<file path="src/design/spc_pkg.sv">
// types, constants and distance conversion for the sun screen position controller
package spc_pkg;

  localparam int unsigned SAMPLE_BITS  = 10;
  localparam int unsigned TICK_BITS    = 10;
  localparam int unsigned CHAR_BITS    = 8;
  localparam int unsigned DIST_BITS    = 10;
  localparam int unsigned CM_BITS      = 8;
  localparam int unsigned PADDR_BITS   = 4;
  localparam int unsigned PDATA_BITS   = 32;

  localparam int unsigned ECHO_TIMEOUT = 500;
  localparam int unsigned TICK_US      = 60;
  localparam int unsigned US_PER_CM    = 58;

  // ticks * 60 / 58 == ticks + ticks / 29
  localparam int unsigned DIV_BY       = US_PER_CM / (TICK_US - US_PER_CM);
  localparam int unsigned DIV_SHIFT    = 14;
  localparam int unsigned DIV_MUL      = ((2 ** DIV_SHIFT) + DIV_BY - 1) / DIV_BY;
  localparam int unsigned PROD_BITS    = TICK_BITS + DIV_SHIFT - 4;
  localparam int unsigned QUOT_BITS    = PROD_BITS - DIV_SHIFT;

  localparam logic [TICK_BITS-1:0] ECHO_CAP = TICK_BITS'(ECHO_TIMEOUT + 1);
  localparam logic [DIST_BITS:0]   DIST_MAX = (DIST_BITS + 1)'((2 ** DIST_BITS) - 1);

  localparam logic [CHAR_BITS-1:0] CHAR_LOWER = 8'h31;
  localparam logic [CHAR_BITS-1:0] CHAR_RAISE = 8'h32;

  localparam logic [SAMPLE_BITS-1:0] SENSOR_LOW_RST  = 10'h08b;
  localparam logic [SAMPLE_BITS-1:0] SENSOR_HIGH_RST = 10'h097;
  localparam logic [CM_BITS-1:0]     SCREEN_LOW_RST  = 8'h05;
  localparam logic [CM_BITS-1:0]     SCREEN_HIGH_RST = 8'h96;

  typedef enum logic [1:0] {
    MODE_SENSOR  = 2'd0,
    MODE_ECHO    = 2'd1,
    MODE_COMMAND = 2'd2,
    MODE_BLINK   = 2'd3
  } mode_e;

  typedef enum logic [1:0] {
    REG_SENSOR_LOW  = 2'd0,
    REG_SENSOR_HIGH = 2'd1,
    REG_SCREEN_LOW  = 2'd2,
    REG_SCREEN_HIGH = 2'd3
  } reg_idx_e;

  function automatic logic [DIST_BITS-1:0] ticks_to_cm(input logic [TICK_BITS-1:0] ticks);
    logic [TICK_BITS-1:0] sat;
    logic [PROD_BITS-1:0] prod;
    logic [QUOT_BITS-1:0] quot;
    logic [DIST_BITS:0]   cm;
    sat  = (ticks > ECHO_CAP) ? ECHO_CAP : ticks;
    prod = PROD_BITS'(sat) * PROD_BITS'(DIV_MUL);
    quot = prod[PROD_BITS-1:DIV_SHIFT];
    cm   = (DIST_BITS + 1)'(sat) + (DIST_BITS + 1)'(quot);
    return (cm > DIST_MAX) ? DIST_MAX[DIST_BITS-1:0] : cm[DIST_BITS-1:0];
  endfunction

endpackage

</file>
<file path="src/design/sunscreen_position_controller.sv">
// sun screen position controller top level: input register, event logic, state/result register
//
//   channel  | handshake                  | payload
//   ---------+----------------------------+------------------------------------------------
//   in       | in_valid_i / in_ready_o    | mode_i, sensor_sample_i, echo_ticks_i,
//            |                            | command_char_i
//   out      | out_valid_o / out_ready_i  | screen_down_o, moving_o, blink_led_o,
//            |                            | distance_cm_o
//   config   | psel/penable/pwrite/pready | paddr, pwdata, prdata (four registers)
//
// one item per cycle sustained while the output is not stalled; an accepted item goes
// through the input register, then the event logic and the state register, to the output
// the state flags double as the result register, so the output shows the state after the item
// a stalled output holds the input register; a third item waits for in_ready_o
// reset clears the flags to screen up, moving, led off, distance zero, and loads default limits
module sunscreen_position_controller (
  input  logic                             clk_i,
  input  logic                             rst_ni,
  input  logic                             in_valid_i,
  output logic                             in_ready_o,
  input  logic [1:0]                       mode_i,
  input  logic [spc_pkg::SAMPLE_BITS-1:0]  sensor_sample_i,
  input  logic [spc_pkg::TICK_BITS-1:0]    echo_ticks_i,
  input  logic [spc_pkg::CHAR_BITS-1:0]    command_char_i,
  output logic                             out_valid_o,
  input  logic                             out_ready_i,
  output logic                             screen_down_o,
  output logic                             moving_o,
  output logic                             blink_led_o,
  output logic [spc_pkg::DIST_BITS-1:0]    distance_cm_o,
  input  logic                             psel,
  input  logic                             penable,
  input  logic                             pwrite,
  input  logic [spc_pkg::PADDR_BITS-1:0]   paddr,
  input  logic [spc_pkg::PDATA_BITS-1:0]   pwdata,
  output logic [spc_pkg::PDATA_BITS-1:0]   prdata,
  output logic                             pready
);
  import spc_pkg::*;

  logic [SAMPLE_BITS-1:0] sensor_low_q, sensor_high_q;
  logic [CM_BITS-1:0]     screen_low_q, screen_high_q;
  reg_idx_e               reg_idx;
  logic                   cfg_write;

  logic                   s1_valid_q;
  mode_e                  s1_mode_q;
  logic [SAMPLE_BITS-1:0] s1_sample_q;
  logic [TICK_BITS-1:0]   s1_ticks_q;
  logic [CHAR_BITS-1:0]   s1_char_q;

  logic                   out_valid_q;
  logic                   advance;
  logic                   in_accept;

  logic                   down_q, down_d;
  logic                   moving_q, moving_d;
  logic                   phase_q, phase_d;
  logic                   led_q, led_d;
  logic [DIST_BITS-1:0]   dist_q, dist_d;
  logic [DIST_BITS-1:0]   echo_cm;

  // config port
  assign pready    = 1'b1;
  assign reg_idx   = reg_idx_e'(paddr[PADDR_BITS-1:2]);
  assign cfg_write = psel && penable && pwrite;

  always_ff @(posedge clk_i or negedge rst_ni) begin
    if (!rst_ni) begin
      sensor_low_q  <= SENSOR_LOW_RST;
      sensor_high_q <= SENSOR_HIGH_RST;
      screen_low_q  <= SCREEN_LOW_RST;
      screen_high_q <= SCREEN_HIGH_RST;
    end else if (cfg_write) begin
      case (reg_idx)
        REG_SENSOR_LOW:  sensor_low_q  <= pwdata[SAMPLE_BITS-1:0];
        REG_SENSOR_HIGH: sensor_high_q <= pwdata[SAMPLE_BITS-1:0];
        REG_SCREEN_LOW:  screen_low_q  <= pwdata[CM_BITS-1:0];
        REG_SCREEN_HIGH: screen_high_q <= pwdata[CM_BITS-1:0];
        default: ;
      endcase
    end
  end

  always_comb begin
    case (reg_idx)
      REG_SENSOR_LOW:  prdata = PDATA_BITS'(sensor_low_q);
      REG_SENSOR_HIGH: prdata = PDATA_BITS'(sensor_high_q);
      REG_SCREEN_LOW:  prdata = PDATA_BITS'(screen_low_q);
      REG_SCREEN_HIGH: prdata = PDATA_BITS'(screen_high_q);
      default:         prdata = '0;
    endcase
  end

  // handshake
  assign advance    = s1_valid_q && (!out_valid_q || out_ready_i);
  assign in_ready_o = !s1_valid_q || advance;
  assign in_accept  = in_valid_i && in_ready_o;

  always_ff @(posedge clk_i or negedge rst_ni) begin
    if (!rst_ni) begin
      s1_valid_q  <= 1'b0;
      out_valid_q <= 1'b0;
    end else begin
      if (in_ready_o) begin
        s1_valid_q <= in_valid_i;
      end
      if (advance) begin
        out_valid_q <= 1'b1;
      end else if (out_ready_i) begin
        out_valid_q <= 1'b0;
      end
    end
  end

  // input register
  always_ff @(posedge clk_i) begin
    if (in_accept) begin
      s1_mode_q   <= mode_e'(mode_i);
      s1_sample_q <= sensor_sample_i;
      s1_ticks_q  <= echo_ticks_i;
      s1_char_q   <= command_char_i;
    end
  end

  // event logic
  assign echo_cm = ticks_to_cm(s1_ticks_q);

  always_comb begin
    down_d   = down_q;
    moving_d = moving_q;
    phase_d  = phase_q;
    led_d    = led_q;
    dist_d   = dist_q;
    case (s1_mode_q)
      MODE_SENSOR: begin
        if (s1_sample_q > sensor_high_q && !down_d) begin
          down_d   = 1'b1;
          moving_d = 1'b1;
        end
        if (s1_sample_q < sensor_low_q && down_d) begin
          down_d   = 1'b0;
          moving_d = 1'b1;
        end
      end
      MODE_ECHO: begin
        dist_d = echo_cm;
        if (moving_q) begin
          if (echo_cm <= DIST_BITS'(screen_low_q) && down_q) begin
            moving_d = 1'b0;
          end
          if (echo_cm >= DIST_BITS'(screen_high_q) && !down_q) begin
            moving_d = 1'b0;
          end
        end
      end
      MODE_COMMAND: begin
        if (s1_char_q == CHAR_LOWER && !down_q) begin
          down_d   = 1'b1;
          moving_d = 1'b1;
        end else if (s1_char_q == CHAR_RAISE && down_q) begin
          down_d   = 1'b0;
          moving_d = 1'b1;
        end
      end
      MODE_BLINK: begin
        led_d   = phase_q && moving_q;
        phase_d = !phase_q;
      end
      default: ;
    endcase
  end

  // state and result register
  always_ff @(posedge clk_i or negedge rst_ni) begin
    if (!rst_ni) begin
      down_q   <= 1'b0;
      moving_q <= 1'b1;
      phase_q  <= 1'b0;
      led_q    <= 1'b0;
      dist_q   <= '0;
    end else if (advance) begin
      down_q   <= down_d;
      moving_q <= moving_d;
      phase_q  <= phase_d;
      led_q    <= led_d;
      dist_q   <= dist_d;
    end
  end

  assign out_valid_o   = out_valid_q;
  assign screen_down_o = down_q;
  assign moving_o      = moving_q;
  assign blink_led_o   = led_q;
  assign distance_cm_o = dist_q;

endmodule

</file>
<file path="config.mk">
export PLATFORM = sky130hd
export DESIGN_NAME = sunscreen_position_controller
export DESIGN_NICKNAME = d
export VERILOG_FILES = /design/src/design/spc_pkg.sv /design/src/design/sunscreen_position_controller.sv
export SDC_FILE = /design/constraint.sdc
export NUM_CORES = 1
export LEC_CHECK = 0
export BUFFER_PORTS_ARGS = -buffer_cell sky130_fd_sc_hd__buf_2
export CORE_AREA = 2 2 111 113
export CTS_CLUSTER_SIZE = 10
export DETAILED_ROUTE_END_ITERATION = 10
export DIE_AREA = 0 0 113 115
export HOLD_SLACK_MARGIN = 0.06
export PLACE_DENSITY = 0.78
export SYNTH_ARGS = -nofsm -noshare
export SYNTH_HDL_FRONTEND = slang
export SYNTH_SLANG_ARGS = --single-unit
</file>
<file path="constraint.sdc">
create_clock -name clk_i -period 11.7 [get_ports clk_i]
set_input_delay 2.34 -clock clk_i [delete_from_list [all_inputs] [get_ports clk_i]]
set_output_delay 2.34 -clock clk_i [all_outputs]
set_load 0.02 [all_outputs]
</file>
Yosys cells after proc, flatten, opt, wreduce, memory -nomap -nowiden
Cells that the tools add are included.
Operators by class
  add/subtract/negate cells: 1
  $mul: 1
  magnitude comparators: 6
  eq/ne operators: 10
  muxes and demuxes: 19
  reduce and logical (&&, ||, !) cells: 30
Operators by type and width (count)
  $pmux W32 S4: 1
  $mul A10 B10 Y20 const B: 1
  $mux W10: 2
  $eq A8 B6 Y1 const B: 2
  $mux W1: 14
  $reduce_and A2 Y1: 6
  $add A10 B6 Y11: 1
  $gt A11 B10 Y1 const B: 1
  $logic_and A1 B1 Y1: 11
  $ge A10 B8 Y1: 1
  $gt A10 B10 Y1: 1
  $gt A10 B9 Y1 const B: 1
  $le A10 B8 Y1: 1
  $lt A10 B10 Y1: 1
  $eq A2 B2 Y1 const B: 4
  $ne A3 B3 Y1 const B: 2
  $eq A2 B1 Y1 const B: 2
  $logic_not A1 Y1: 4
  $logic_not A2 Y1: 2
  $reduce_and A4 Y1: 1
  $reduce_bool A2 Y1: 2
  $pmux W1 S3: 1
  $reduce_and A3 Y1: 1
  $reduce_bool A3 Y1: 1
  other kinds (2): 3
Word-level totals
  register bits: 82
  bits of input ports: 73
  logic and storage cells: 82

Logic depth before layout (Yosys ltp)
Gate-level depths: netlist of run 1.
  depth after elaboration: 12
  depth in mapped cells: 42
  gate-level depth less buffers: 40

Least setup slack after synthesis of run 1
Ideal clock, no wire load.
  kind: flip-flop to flip-flop
  start point: reg s1_ticks_q[5]
  end point: reg moving_q (netlist: moving_o)
  setup time: 0.084 ns
  arrival time: 7.445 ns
  data required time: 11.616 ns
  slack: 4.170 ns
  cell stages (with the launch flop): 32
  buffers on the path: 0
  period minus slack after synthesis: 7.530 ns
  cells stage by stage: edfxtp_1 > and4_4 > a311oi_1 > inv_1 > ha_1 > ha_1 > ha_1 > fa_1 > inv_1 > fa_1 > inv_1 > ha_1 > nand2_1 > or3_1 > o21ai_0 > a21oi_1 > xnor2_1 > inv_1 > fa_1 > nand2_1 > nand2_1 > o31ai_4 > xnor2_1 > xor2_1 > nand2_1 > ha_1 > a21o_1 > a21o_1 > a21o_1 > a2111o_1 > or3_1 > o2111ai_1
On the way
  word-level cells in the longest chain between the ends: 12
  elaborated cells on any way between the ends: 14
RTL lines
  start: declaration: line sunscreen_position_controller.sv:49  | logic [TICK_BITS-1:0] s1_ticks_q;
  start signal: assignment: line sunscreen_position_controller.sv:121  | s1_ticks_q <= echo_ticks_i;
  $gt A10 B9 Y1: line spc_pkg.sv:53  | sat = (ticks > ECHO_CAP) ? ECHO_CAP : ticks;
  $mux W10 (*): line spc_pkg.sv:53
  $mul A10 B10 Y20: line spc_pkg.sv:54  | prod = PROD_BITS'(sat) * PROD_BITS'(DIV_MUL);
  $add A10 B6 Y11 (*): line spc_pkg.sv:56  | cm = (DIST_BITS + 1)'(sat) + (DIST_BITS + 1)'(quot);
  $gt A11 B10 Y1: line spc_pkg.sv:57  | return (cm > DIST_MAX) ? DIST_MAX[DIST_BITS-1:0] : cm[DIST_BITS-1:0];
  $mux W10 (*): line spc_pkg.sv:57
  named net echo_cm[4]: line sunscreen_position_controller.sv:61  | logic [DIST_BITS-1:0] echo_cm;
  $le A10 B8 Y1: line sunscreen_position_controller.sv:149  | if (echo_cm <= DIST_BITS'(screen_low_q) && down_q) begin
  $logic_and A1 B1 Y1: line sunscreen_position_controller.sv:149
  $mux W1: line sunscreen_position_controller.sv:149
  $mux W1 (*): line sunscreen_position_controller.sv:152  | if (echo_cm >= DIST_BITS'(screen_high_q) && !down_q) begin
  $mux W1 (*): line sunscreen_position_controller.sv:148  | if (moving_q) begin
  $pmux W1 S3 (*): line sunscreen_position_controller.sv:135  | case (s1_mode_q)
  end signal: assignment: line sunscreen_position_controller.sv:184  | moving_q <= moving_d;
  end: declaration: line sunscreen_position_controller.sv:57  | logic moving_q, moving_d;
The timed path passes the listed nets; every way through them passes the cells marked *.
A chain may end at the register's enable or synchronous reset.

Final worst setup path of run 1
Same ends and word-level chain as after synthesis.

==> impl_metrics.tcl, run 1 <==
set metrics [dict create \
    status "finished with violations" \
    violations "DRC" \
    die_h_um 115 \
    gp_congestion 0.884 \
    switching_share 0.412 \
    hp-class "reg -> reg" \
    hpwl_um 10900 \
    power_frac_seq 0.241 \
    clockPowerShare 0.184 \
    p_sw_uw 710 \
    netlist_instances 619 \
    crit_path_frequent_cell "ha_1" \
    synth_ff_type "dfrtp_1" \
    hp-start "phase_q$_DFFE_PN0P_" \
    start_util 0.539 \
    critical-path-max-stage-delay_ps 790 \
    hold_depth 1 \
    slowest_stage "a311oi_1" \
    io_pins 121 \
    grt_start_max_net_pins 53 \
    tns_ps 0 \
    p_leak_nw 3.44 \
    rrSetupSlack_ps 2890 \
    drt-met1-wl_um 5850 \
    whs_ps 491 \
    synth_area_um2 6360 \
    fin_cells 851 \
    cp_num_buf_inv 4 \
    grt_pass1_vias 4774 \
    yosys-top-cells-count "94 x ha_1, 82 x inv_1, 54 x nand2_1" \
    setup.worst_path.end_class "flip-flop" \
    timing.rr.start "s1_ticks_q[5]$_DFFE_PP_" \
    die_w_um 113 \
    p_int_mw 1.01 \
    vdd_drop_max_mv 0.142 \
    io_buffers 73 \
    report.final.setup_viol 0 \
    grt-ovfl-total 0 \
    antenna_found_initial 0 \
    clk_latency_ps 340 \
    clock_path_buffers 2 \
    ys_warn_count 0 \
    vias 4802 \
    worstSetupPathType "reg -> reg" \
    place_ws_ps 3060 \
    hold_viol 0 \
    top_layer "met4" \
    powerDensity_nw_per_um2 241 \
    firstDrtPassIters 8 \
    grt_usage 0.217 \
    dr_wl_met2_um 6630 \
    grt_pass1_wl_um 22300 \
    num_rows 40 \
    whs_endpoint "phase_q$_DFFE_PN0P_" \
    clock_sinks 82 \
    met3WireLength_um 773 \
    synth_seq_cells 82 \
    drcViolationCount 9 \
    vias_per_cell 5.64 \
    ant_nets 0 \
    critPathLaunch "s1_ticks_q[5]$_DFFE_PP_" \
    num_antenna_cells 0 \
    syn_avg_cell_area_um2 10.3 \
    r2r_cells 31 \
    yosysTopAreaCellShare 0.185 \
    startpoint_type "flip-flop" \
    root_buffer "clkbuf_16" \
    core_um2 11800 \
    path_delay_family "adder cells" \
    post_drt_wl_per_cell_um 16.0 \
    drtIter0Drc 340 \
    ctsResizeCount 0 \
    yosys-top-cells-area "ha_1 18%, dfrtp_1 14%, edfxtp_1 14%" \
    h-tree-depth 3 \
    synth.most_common_cell "ha_1" \
    layout_setup_ws_ps 2890 \
    drive_above_1_share 0.214 \
    cap_violations 0 \
    wirelength_um 13600 \
    cts_tree "done" \
    worst_pin_slew_ps 951 \
    synth_cell_types 64 \
    synth-edff-count 30 \
    finClkSkew_ps 6.44 \
    min_period_ps 8810 \
    slew_violations 0 \
    cp_data_arrival_time_ps 9070 \
    post_cts_buffers 0 \
    syn_to_final_growth_pct 12.4 \
    yosysTopAreaCell "ha_1" \
    fillerInstances 971 \
    required_ps 11960 \
    relSlewSlack 0.362 \
    p_comb_frac 0.575 \
    numCtsBuffers 9 \
    timing.rr.end "moving_o$_DFFE_PN1P_" \
    critPathMaxFanout 5 \
    die_area_um2 13000 \
    async_reset_ff_frac 0.634 \
    postCtsHoldBufs 0 \
    fin_nets 881 \
    fmax_mhz 113 \
    rsz0062_at_grt "false" \
    path_clk_slew_ps 60 \
    finalCritPeriodShare 0.753 \
    ys_seq_area_frac 0.349 \
    place_inst 835 \
]
cell type report:
cell class	count	area, um2	area share
Clock buffer	11	233	0.0325
Clock inverter	5	104	0.0145
Inverter	82	308	0.0430
Sequential cell	82	2220	0.311
Tap cell	147	184	0.0257
Timing Repair Buffer	77	395	0.0553
Multi-Input combinational cell	447	3710	0.518
cell families after synthesis:
kind of cell / after synthesis / share of synthesized area
AO/OA/AOI/OAI: 114 / 0.126
buffers and inverters: 116 / 0.0842
adder cells (fa/ha/maj): 109 / 0.232
XOR/XNOR: 18 / 0.0248
flip-flops: 82 / 0.349
AND/OR/NAND/NOR: 143 / 0.107
other: 2 / 0.00118
multiplexers: 35 / 0.0751
layer usage:
layer | up-vias | global-route usage
met5 | - | 0
met3 | 28 | 0.0380
met4 | 0 | 0.0821
met1 | 2315 | 0.277
met2 | 164 | 0.372
li1 | 2295 | -
power groups by stage:
stage | Combinational [mW] | Sequential [mW] | Clock [mW]
finish | 0.991 | 0.416 | 0.317
global route | 1.12 | 0.424 | 0.336
CTS | 0.982 | 0.416 | 0.324
detailed placement | 0.964 | 0.421 | 0
global placement | 0.923 | 0.417 | 0
floorplan | 0.722 | 0.431 | 0
registers in the layout (all words and copies together), names as in the netlist:
signal and count:
out_valid_o 1, moving_o 1, sensor_low_q 10, screen_high_q 8
screen_low_q 8, phase_q 1, s1_char_q 8, sensor_high_q 10
s1_ticks_q 10, s1_sample_q 10, s1_valid_q 1, distance_cm_o 10
screen_down_o 1, blink_led_o 1, s1_mode_q 2
how the worst max path moves through the flow:
stage                           end  slack [ps]  depth (start not counted)
3_3_place_gp   moving_o$_DFFE_PN1P_        3140                         31
4_1_cts        moving_o$_DFFE_PN1P_        2980                         31
3_5_place_dp   moving_o$_DFFE_PN1P_        3060                         31
6_report       moving_o$_DFFE_PN1P_        2890                         31
5_1_grt        moving_o$_DFFE_PN1P_        2400                         32
2_1_floorplan  moving_o$_DFFE_PN1P_        4170                         31
through the flow:
step / util / instance area (um2) / power, mW
6_report: 0.606 / 7150 / 1.72
5_1_grt: 0.606 / 7150 / 1.88
4_1_cts: 0.606 / 7150 / 1.72
3_5_place_dp: 0.577 / 6820 / 1.38
3_3_place_gp: 0.577 / 6820 / 1.34
2_1_floorplan: - / 6460 / 1.15
cell usage in the layout, fill, tap and decap left out, drive strengths merged, types with 4 or more instances in the layout:
master	instances
mux2	22
nor3	5
edfxtp	30
dfstp	16
ha	94
buf	77
xnor2	14
a21o	20
fa	15
nand2b	10
nand3	9
inv	83
a21oi	18
conb	28
dfrtp	36
nand2	54
a31oi	13
o21a	8
nand4	7
nor2	33
o21ai	25
xor2	4
mux4	8
clkbuf	11
and4	4
mux2i	5
Power figures use the tool's default switching activity.
==> run 2: changes to the inputs <==
--- a/config.mk
+++ b/config.mk
@@ -6,12 +6,12 @@
 export NUM_CORES = 1
 export LEC_CHECK = 0
 export BUFFER_PORTS_ARGS = -buffer_cell sky130_fd_sc_hd__buf_2
-export CORE_AREA = 2 2 111 113
+export CORE_AREA = 2 2 115 117
 export CTS_CLUSTER_SIZE = 10
 export DETAILED_ROUTE_END_ITERATION = 10
-export DIE_AREA = 0 0 113 115
+export DIE_AREA = 0 0 117 119
 export HOLD_SLACK_MARGIN = 0.06
-export PLACE_DENSITY = 0.78
+export PLACE_DENSITY = 0.76
 export SYNTH_ARGS = -nofsm -noshare
 export SYNTH_HDL_FRONTEND = slang
 export SYNTH_SLANG_ARGS = --single-unit
==> constraint.sdc (replaced) <==
create_clock -name clk_i -period 7.61 [get_ports clk_i]
set_input_delay 1.522 -clock clk_i [delete_from_list [all_inputs] [get_ports clk_i]]
set_output_delay 1.522 -clock clk_i [all_outputs]
set_load 0.02 [all_outputs]
==> impl_metrics.tcl, run 2 (synthesized netlist as in run 1, its figures left out) <==
set metrics [dict create \
    setup.worst_path.end_class "flip-flop" \
    switching_share 0.403 \
    report.final.setup_viol 0 \
    syn_to_final_growth_pct 21.9 \
    die_h_um 119 \
    finalCritPeriodShare 0.959 \
    postCtsHoldBufs 0 \
    fin_nets 920 \
    wirelength_um 14800 \
    p_int_mw 1.75 \
    slowest_stage "fa_1" \
    place_ws_ps -55.8 \
    drtIter0Drc 254 \
    mostFrequentLayoutCell "ha_1" \
    power_frac_seq 0.219 \
    slew_violations 0 \
    firstDrtPassIters 5 \
    io_buffers 73 \
    num_rows 42 \
    rrSetupSlack_ps 310 \
    post_drt_wl_per_cell_um 16.1 \
    worst_pin_slew_ps 911 \
    grt_pass1_wl_um 23800 \
    critPathLaunch "s1_ticks_q[9]$_DFFE_PP_" \
    antenna_found_initial 0 \
    relSlewSlack 0.391 \
    status "complete, no violations" \
    p_sw_mw 1.18 \
    grt_pass1_vias 5088 \
    critPathMaxFanout 7 \
    clk_latency_ps 340 \
    die_w_um 117 \
    h-tree-depth 3 \
    vias_per_cell 5.36 \
    grt-ovfl-total 0 \
    gp_congestion 0.946 \
    min_period_ps 7300 \
    grt_usage 0.220 \
    num_antenna_cells 0 \
    root_buffer "clkbuf_16" \
    hp-class "reg -> reg" \
    top_usage_layer "met2" \
    p_comb_frac 0.613 \
    drcViolationCount 0 \
    vias 4922 \
    clockPowerShare 0.168 \
    cts_tree "done" \
    cap_violations 0 \
    ant_nets 0 \
    die_area_um2 13900 \
    setup.worst_path.end "moving_o$_DFFE_PN1P_" \
    startpoint_type "flip-flop" \
    layout_setup_ws_ps 309 \
    drive_above_1_share 0.306 \
    worstSetupPathType "reg -> reg" \
    finClkSkew_ps 3.68 \
    clock_path_buffers 2 \
    path_clk_slew_ps 60 \
    final_cell_mix "82 x ha_1, 79 x inv_1, 73 x buf_2, 54 x nand2_1, 42 x buf_4" \
    timing.rr.end "moving_o$_DFFE_PN1P_" \
    hpwl_um 11500 \
    io_pins 121 \
    required_ps 7870 \
    hold_viol 0 \
    clock_sinks 82 \
    vdd_drop_max_mv 0.240 \
    core_um2 12900 \
    p_leak_nw 3.65 \
    start_util 0.494 \
    grt_start_max_net_pins 53 \
    met2_usage 0.383 \
    fillerInstances 1050 \
    power_mw 2.93 \
    whs_ps 500 \
    powerDensity_nw_per_um2 378 \
    timing.rr.start "s1_ticks_q[9]$_DFFE_PP_" \
    critical-path-max-stage-delay_ps 520 \
    r2r_cells 35 \
    grtUsageMet1 0.266 \
    fmax_mhz 137 \
    numCtsBuffers 9 \
    met3_usage 0.0433 \
    cp_data_arrival_time_ps 7560 \
]
run 2: how the worst min path moves through the flow:
stage / endpoint / from / cells after the start / slack, ps
floorplan: phase_q$_DFFE_PN0P_ / phase_q$_DFFE_PN0P_ / 1 / 450
global placement: phase_q$_DFFE_PN0P_ / phase_q$_DFFE_PN0P_ / 1 / 460
detailed placement: phase_q$_DFFE_PN0P_ / phase_q$_DFFE_PN0P_ / 1 / 490
CTS: phase_q$_DFFE_PN0P_ / phase_q$_DFFE_PN0P_ / 1 / 500
global route: phase_q$_DFFE_PN0P_ / phase_q$_DFFE_PN0P_ / 1 / 510
finish: phase_q$_DFFE_PN0P_ / phase_q$_DFFE_PN0P_ / 1 / 500
run 2: power groups by stage:
stage | Clock (mW) | Sequential (mW) | Combinational (mW)
global placement | 0 | 0.639 | 1.56
global route | 0.518 | 0.651 | 2.01
finish | 0.493 | 0.642 | 1.80
floorplan | 0 | 0.663 | 1.11
detailed placement | 0 | 0.644 | 1.63
CTS | 0.500 | 0.639 | 1.65
run 2: critical path: cells and delay by family, from the launching register on:
family	cells	cell delay, ps
AO/OA/AOI/OAI	13	2340
adder cells (fa/ha/maj)	7	2180
buffers and inverters	7	860
AND/OR/NAND/NOR	5	730
XOR/XNOR	3	580
flip-flops	1	500
run 2: area by class of cell:
cell class / instances / area (um2) / share of cell area
Clock buffer: 12 / 300 / 0.0387
Multi-Input combinational cell: 447 / 3960 / 0.511
Inverter: 82 / 308 / 0.0397
Sequential cell: 82 / 2220 / 0.287
Clock inverter: 4 / 50.0 / 0.00646
Timing Repair Buffer: 116 / 692 / 0.0893
Tap cell: 176 / 220 / 0.0284
run 2: per-layer routing:
| layer | wire length, um | share of wire | up-vias |
|---|---|---|---|
| met5 | 0 | 0 | - |
| met4 | 406 | 0.027 | 0 |
| met3 | 733 | 0.049 | 27 |
| met2 | 7490 | 0.51 | 149 |
| met1 | 6200 | 0.42 | 2375 |
| li1 | - | - | 2371 |
run 2: repair_timing:
item,4_1_cts,5_1_grt
resized for setup,3,41
pin swaps,4,24
setup endpoints to repair,1,1
setup buffers,3,6
run 2: metrics by stage:
step / utilization / cells / TNS, ps / instance area [um2]
6_report: 0.602 / 919 / 0 / 7750
3_5_place_dp: 0.550 / 894 / -55.8 / 7080
5_1_grt: 0.602 / 919 / -40.4 / 7750
3_3_place_gp: 0.550 / 894 / 0 / 7080
4_1_cts: 0.579 / 913 / 0 / 7460
2_1_floorplan: - / 645 / 0 / 6460
==> run 3: changes to the inputs <==
--- a/config.mk
+++ b/config.mk
@@ -6,12 +6,12 @@
 export NUM_CORES = 1
 export LEC_CHECK = 0
 export BUFFER_PORTS_ARGS = -buffer_cell sky130_fd_sc_hd__buf_2
-export CORE_AREA = 2 2 115 117
+export CAP_MARGIN = 20
+export CORE_AREA = 2 2 163 165
 export CTS_CLUSTER_SIZE = 10
 export DETAILED_ROUTE_END_ITERATION = 10
-export DIE_AREA = 0 0 117 119
+export DIE_AREA = 0 0 165 167
 export HOLD_SLACK_MARGIN = 0.06
-export PLACE_DENSITY = 0.76
 export SYNTH_ARGS = -nofsm -noshare
 export SYNTH_HDL_FRONTEND = slang
 export SYNTH_SLANG_ARGS = --single-unit
==> impl_metrics.tcl, run 3 (synthesized netlist as in run 1, its figures left out) <==
set metrics [dict create \
    hp-class "reg -> reg" \
    whs_ps 473 \
    slowest_stage "fa_1" \
    whs_endpoint "phase_q$_DFFE_PN0P_" \
    critPathMaxFanout 4 \
    cts_tree "done" \
    final_cell_mix "86 x ha_1, 81 x inv_1, 73 x buf_2, 52 x nand2_1, 52 x buf_4" \
    grt_start_max_net_pins 53 \
    grt_pass1_vias 4644 \
    cp_data_arrival_time_ps 7580 \
    ant_nets 0 \
    num_rows 59 \
    drtIter0Drc 243 \
    multi_input_area_um2 3920 \
    slew_violations 0 \
    root_buffer "clkbuf_16" \
    hp-start "phase_q$_DFFE_PN0P_" \
    io_pins 121 \
    num_antenna_cells 0 \
    clock_sinks 82 \
    worst_pin_slew_ps 879 \
    layout_setup_ws_ps 289 \
    die_area_um2 27600 \
    gp_congestion 0.841 \
    firstDrtPassIters 5 \
    hold_depth 1 \
    vias_per_cell 4.42 \
    fillerInstances 2642 \
    report.final.setup_viol 0 \
    worstSetupPathType "reg -> reg" \
    required_ps 7870 \
    p_leak_nw 3.71 \
    vdd_drop_max_mv 0.171 \
    timing.rr.end "moving_o$_DFFE_PN1P_" \
    io_buffers 73 \
    min_period_ps 7320 \
    place_ws_ps -53.5 \
    finalCritPeriodShare 0.962 \
    fmax_mhz 137 \
    timing.rr.start "s1_ticks_q[3]$_DFFE_PP_" \
    postCtsHoldBufs 0 \
    startpoint_type "flip-flop" \
    setup.worst_path.end_class "flip-flop" \
    drcViolationCount 0 \
    seq_area_um2 2220 \
    antenna_found_initial 0 \
    clk_latency_ps 340 \
    fin_nets 932 \
    place_inst 1058 \
    grt-ovfl-total 0 \
    start_util 0.247 \
    grt_pass1_wl_um 24100 \
    grt_usage 0.112 \
    crit_path_frequent_cell "ha_1" \
    numCtsBuffers 9 \
    core_um2 25800 \
    post_drt_wl_per_cell_um 14.0 \
    die_w_um 165 \
    finClkSkew_ps 9.25 \
    path_clk_slew_ps 70 \
    wirelength_um 15300 \
    hpwl_um 12300 \
    r2r_cells 32 \
    final_core_util 0.310 \
    rrSetupSlack_ps 290 \
    h-tree-depth 3 \
    critical-path-max-stage-delay_ps 520 \
    mostFrequentLayoutCell "ha_1" \
    hold_viol 0 \
    relSlewSlack 0.412 \
    fin_cells 1090 \
    syn_to_final_growth_pct 25.7 \
    powerDensity_nw_per_um2 370 \
    drive_above_1_share 0.313 \
    vias 4823 \
    tns_ps 0 \
    die_h_um 167 \
    clock_path_buffers 2 \
    cap_violations 0 \
    status "complete, no violations" \
]
[run 3: cell count changes in the layout (fill, tap and decap cells not counted), sizes merged]
cell / change
buf: +12
bufinv: +1
clkbuf: -2
clkinv: -2
clkinvlp: +1
inv: +2
[run 3: area by class of cell]
class                           instances  share of cell area
Clock buffer                           10              0.0299
Clock inverter                          6              0.0121
Inverter                               82              0.0385
Multi-Input combinational cell        447               0.490
Sequential cell                        82               0.278
Tap cell                              335              0.0524
Timing Repair Buffer                  128              0.0987
[run 3: layer usage]
metal / wire, um / vias up / track usage / part of all wire
li1: - / 2397 / - / -
met1: 7310 / 2328 / 0.153 / 0.48
met2: 7260 / 83 / 0.184 / 0.47
met3: 546 / 15 / 0.0219 / 0.036
met4: 186 / 0 / 0.0204 / 0.012
met5: 0 / - / 0 / 0
[run 3: critical path, delay by kind of cell (launching register included)]
family / cells / cell delay (ps)
AND/OR/NAND/NOR: 8 / 1450
flip-flops: 1 / 480
AO/OA/AOI/OAI: 8 / 1540
XOR/XNOR: 3 / 530
buffers and inverters: 4 / 310
adder cells (fa/ha/maj): 9 / 2880
[run 3: through the flow]
| stage | area (um2) | total power, mW |
|---|---|---|
| after floorplan | 6460 | 1.77 |
| after global placement | 7320 | 2.25 |
| after detailed placement | 7320 | 2.29 |
| after CTS | 7710 | 2.83 |
| after global routing | 8000 | 3.23 |
| final | 8000 | 2.96 |
[run 3: how the worst max path moves through the flow]
stage	cells after the start	endpoint	slack, ps	from
after floorplan	31	moving_o$_DFFE_PN1P_	80	s1_ticks_q[5]$_DFFE_PP_
after global placement	31	moving_o$_DFFE_PN1P_	60	s1_ticks_q[9]$_DFFE_PP_
after detailed placement	32	moving_o$_DFFE_PN1P_	-50	s1_ticks_q[9]$_DFFE_PP_
after CTS	32	moving_o$_DFFE_PN1P_	40	s1_ticks_q[9]$_DFFE_PP_
after global routing	34	moving_o$_DFFE_PN1P_	-80	s1_ticks_q[9]$_DFFE_PP_
final	32	moving_o$_DFFE_PN1P_	290	s1_ticks_q[3]$_DFFE_PP_
[run 3: timing repair]
action	4_1_cts	5_1_grt
buffers inserted	3	12
cloned	0	0
resized for setup	10	31
endpoints found under the setup margin	1	1
pin swaps	3	19
[run 3: where the power goes]
part | internal, mW | total (mW) | switching (mW) | leakage, nW
Clock | 0.302 | 0.503 | 0.201 | 0.162
Combinational | 0.893 | 1.82 | 0.924 | 2.67
Sequential | 0.569 | 0.641 | 0.0725 | 0.877
Total | 1.76 | 2.96 | 1.20 | 3.71
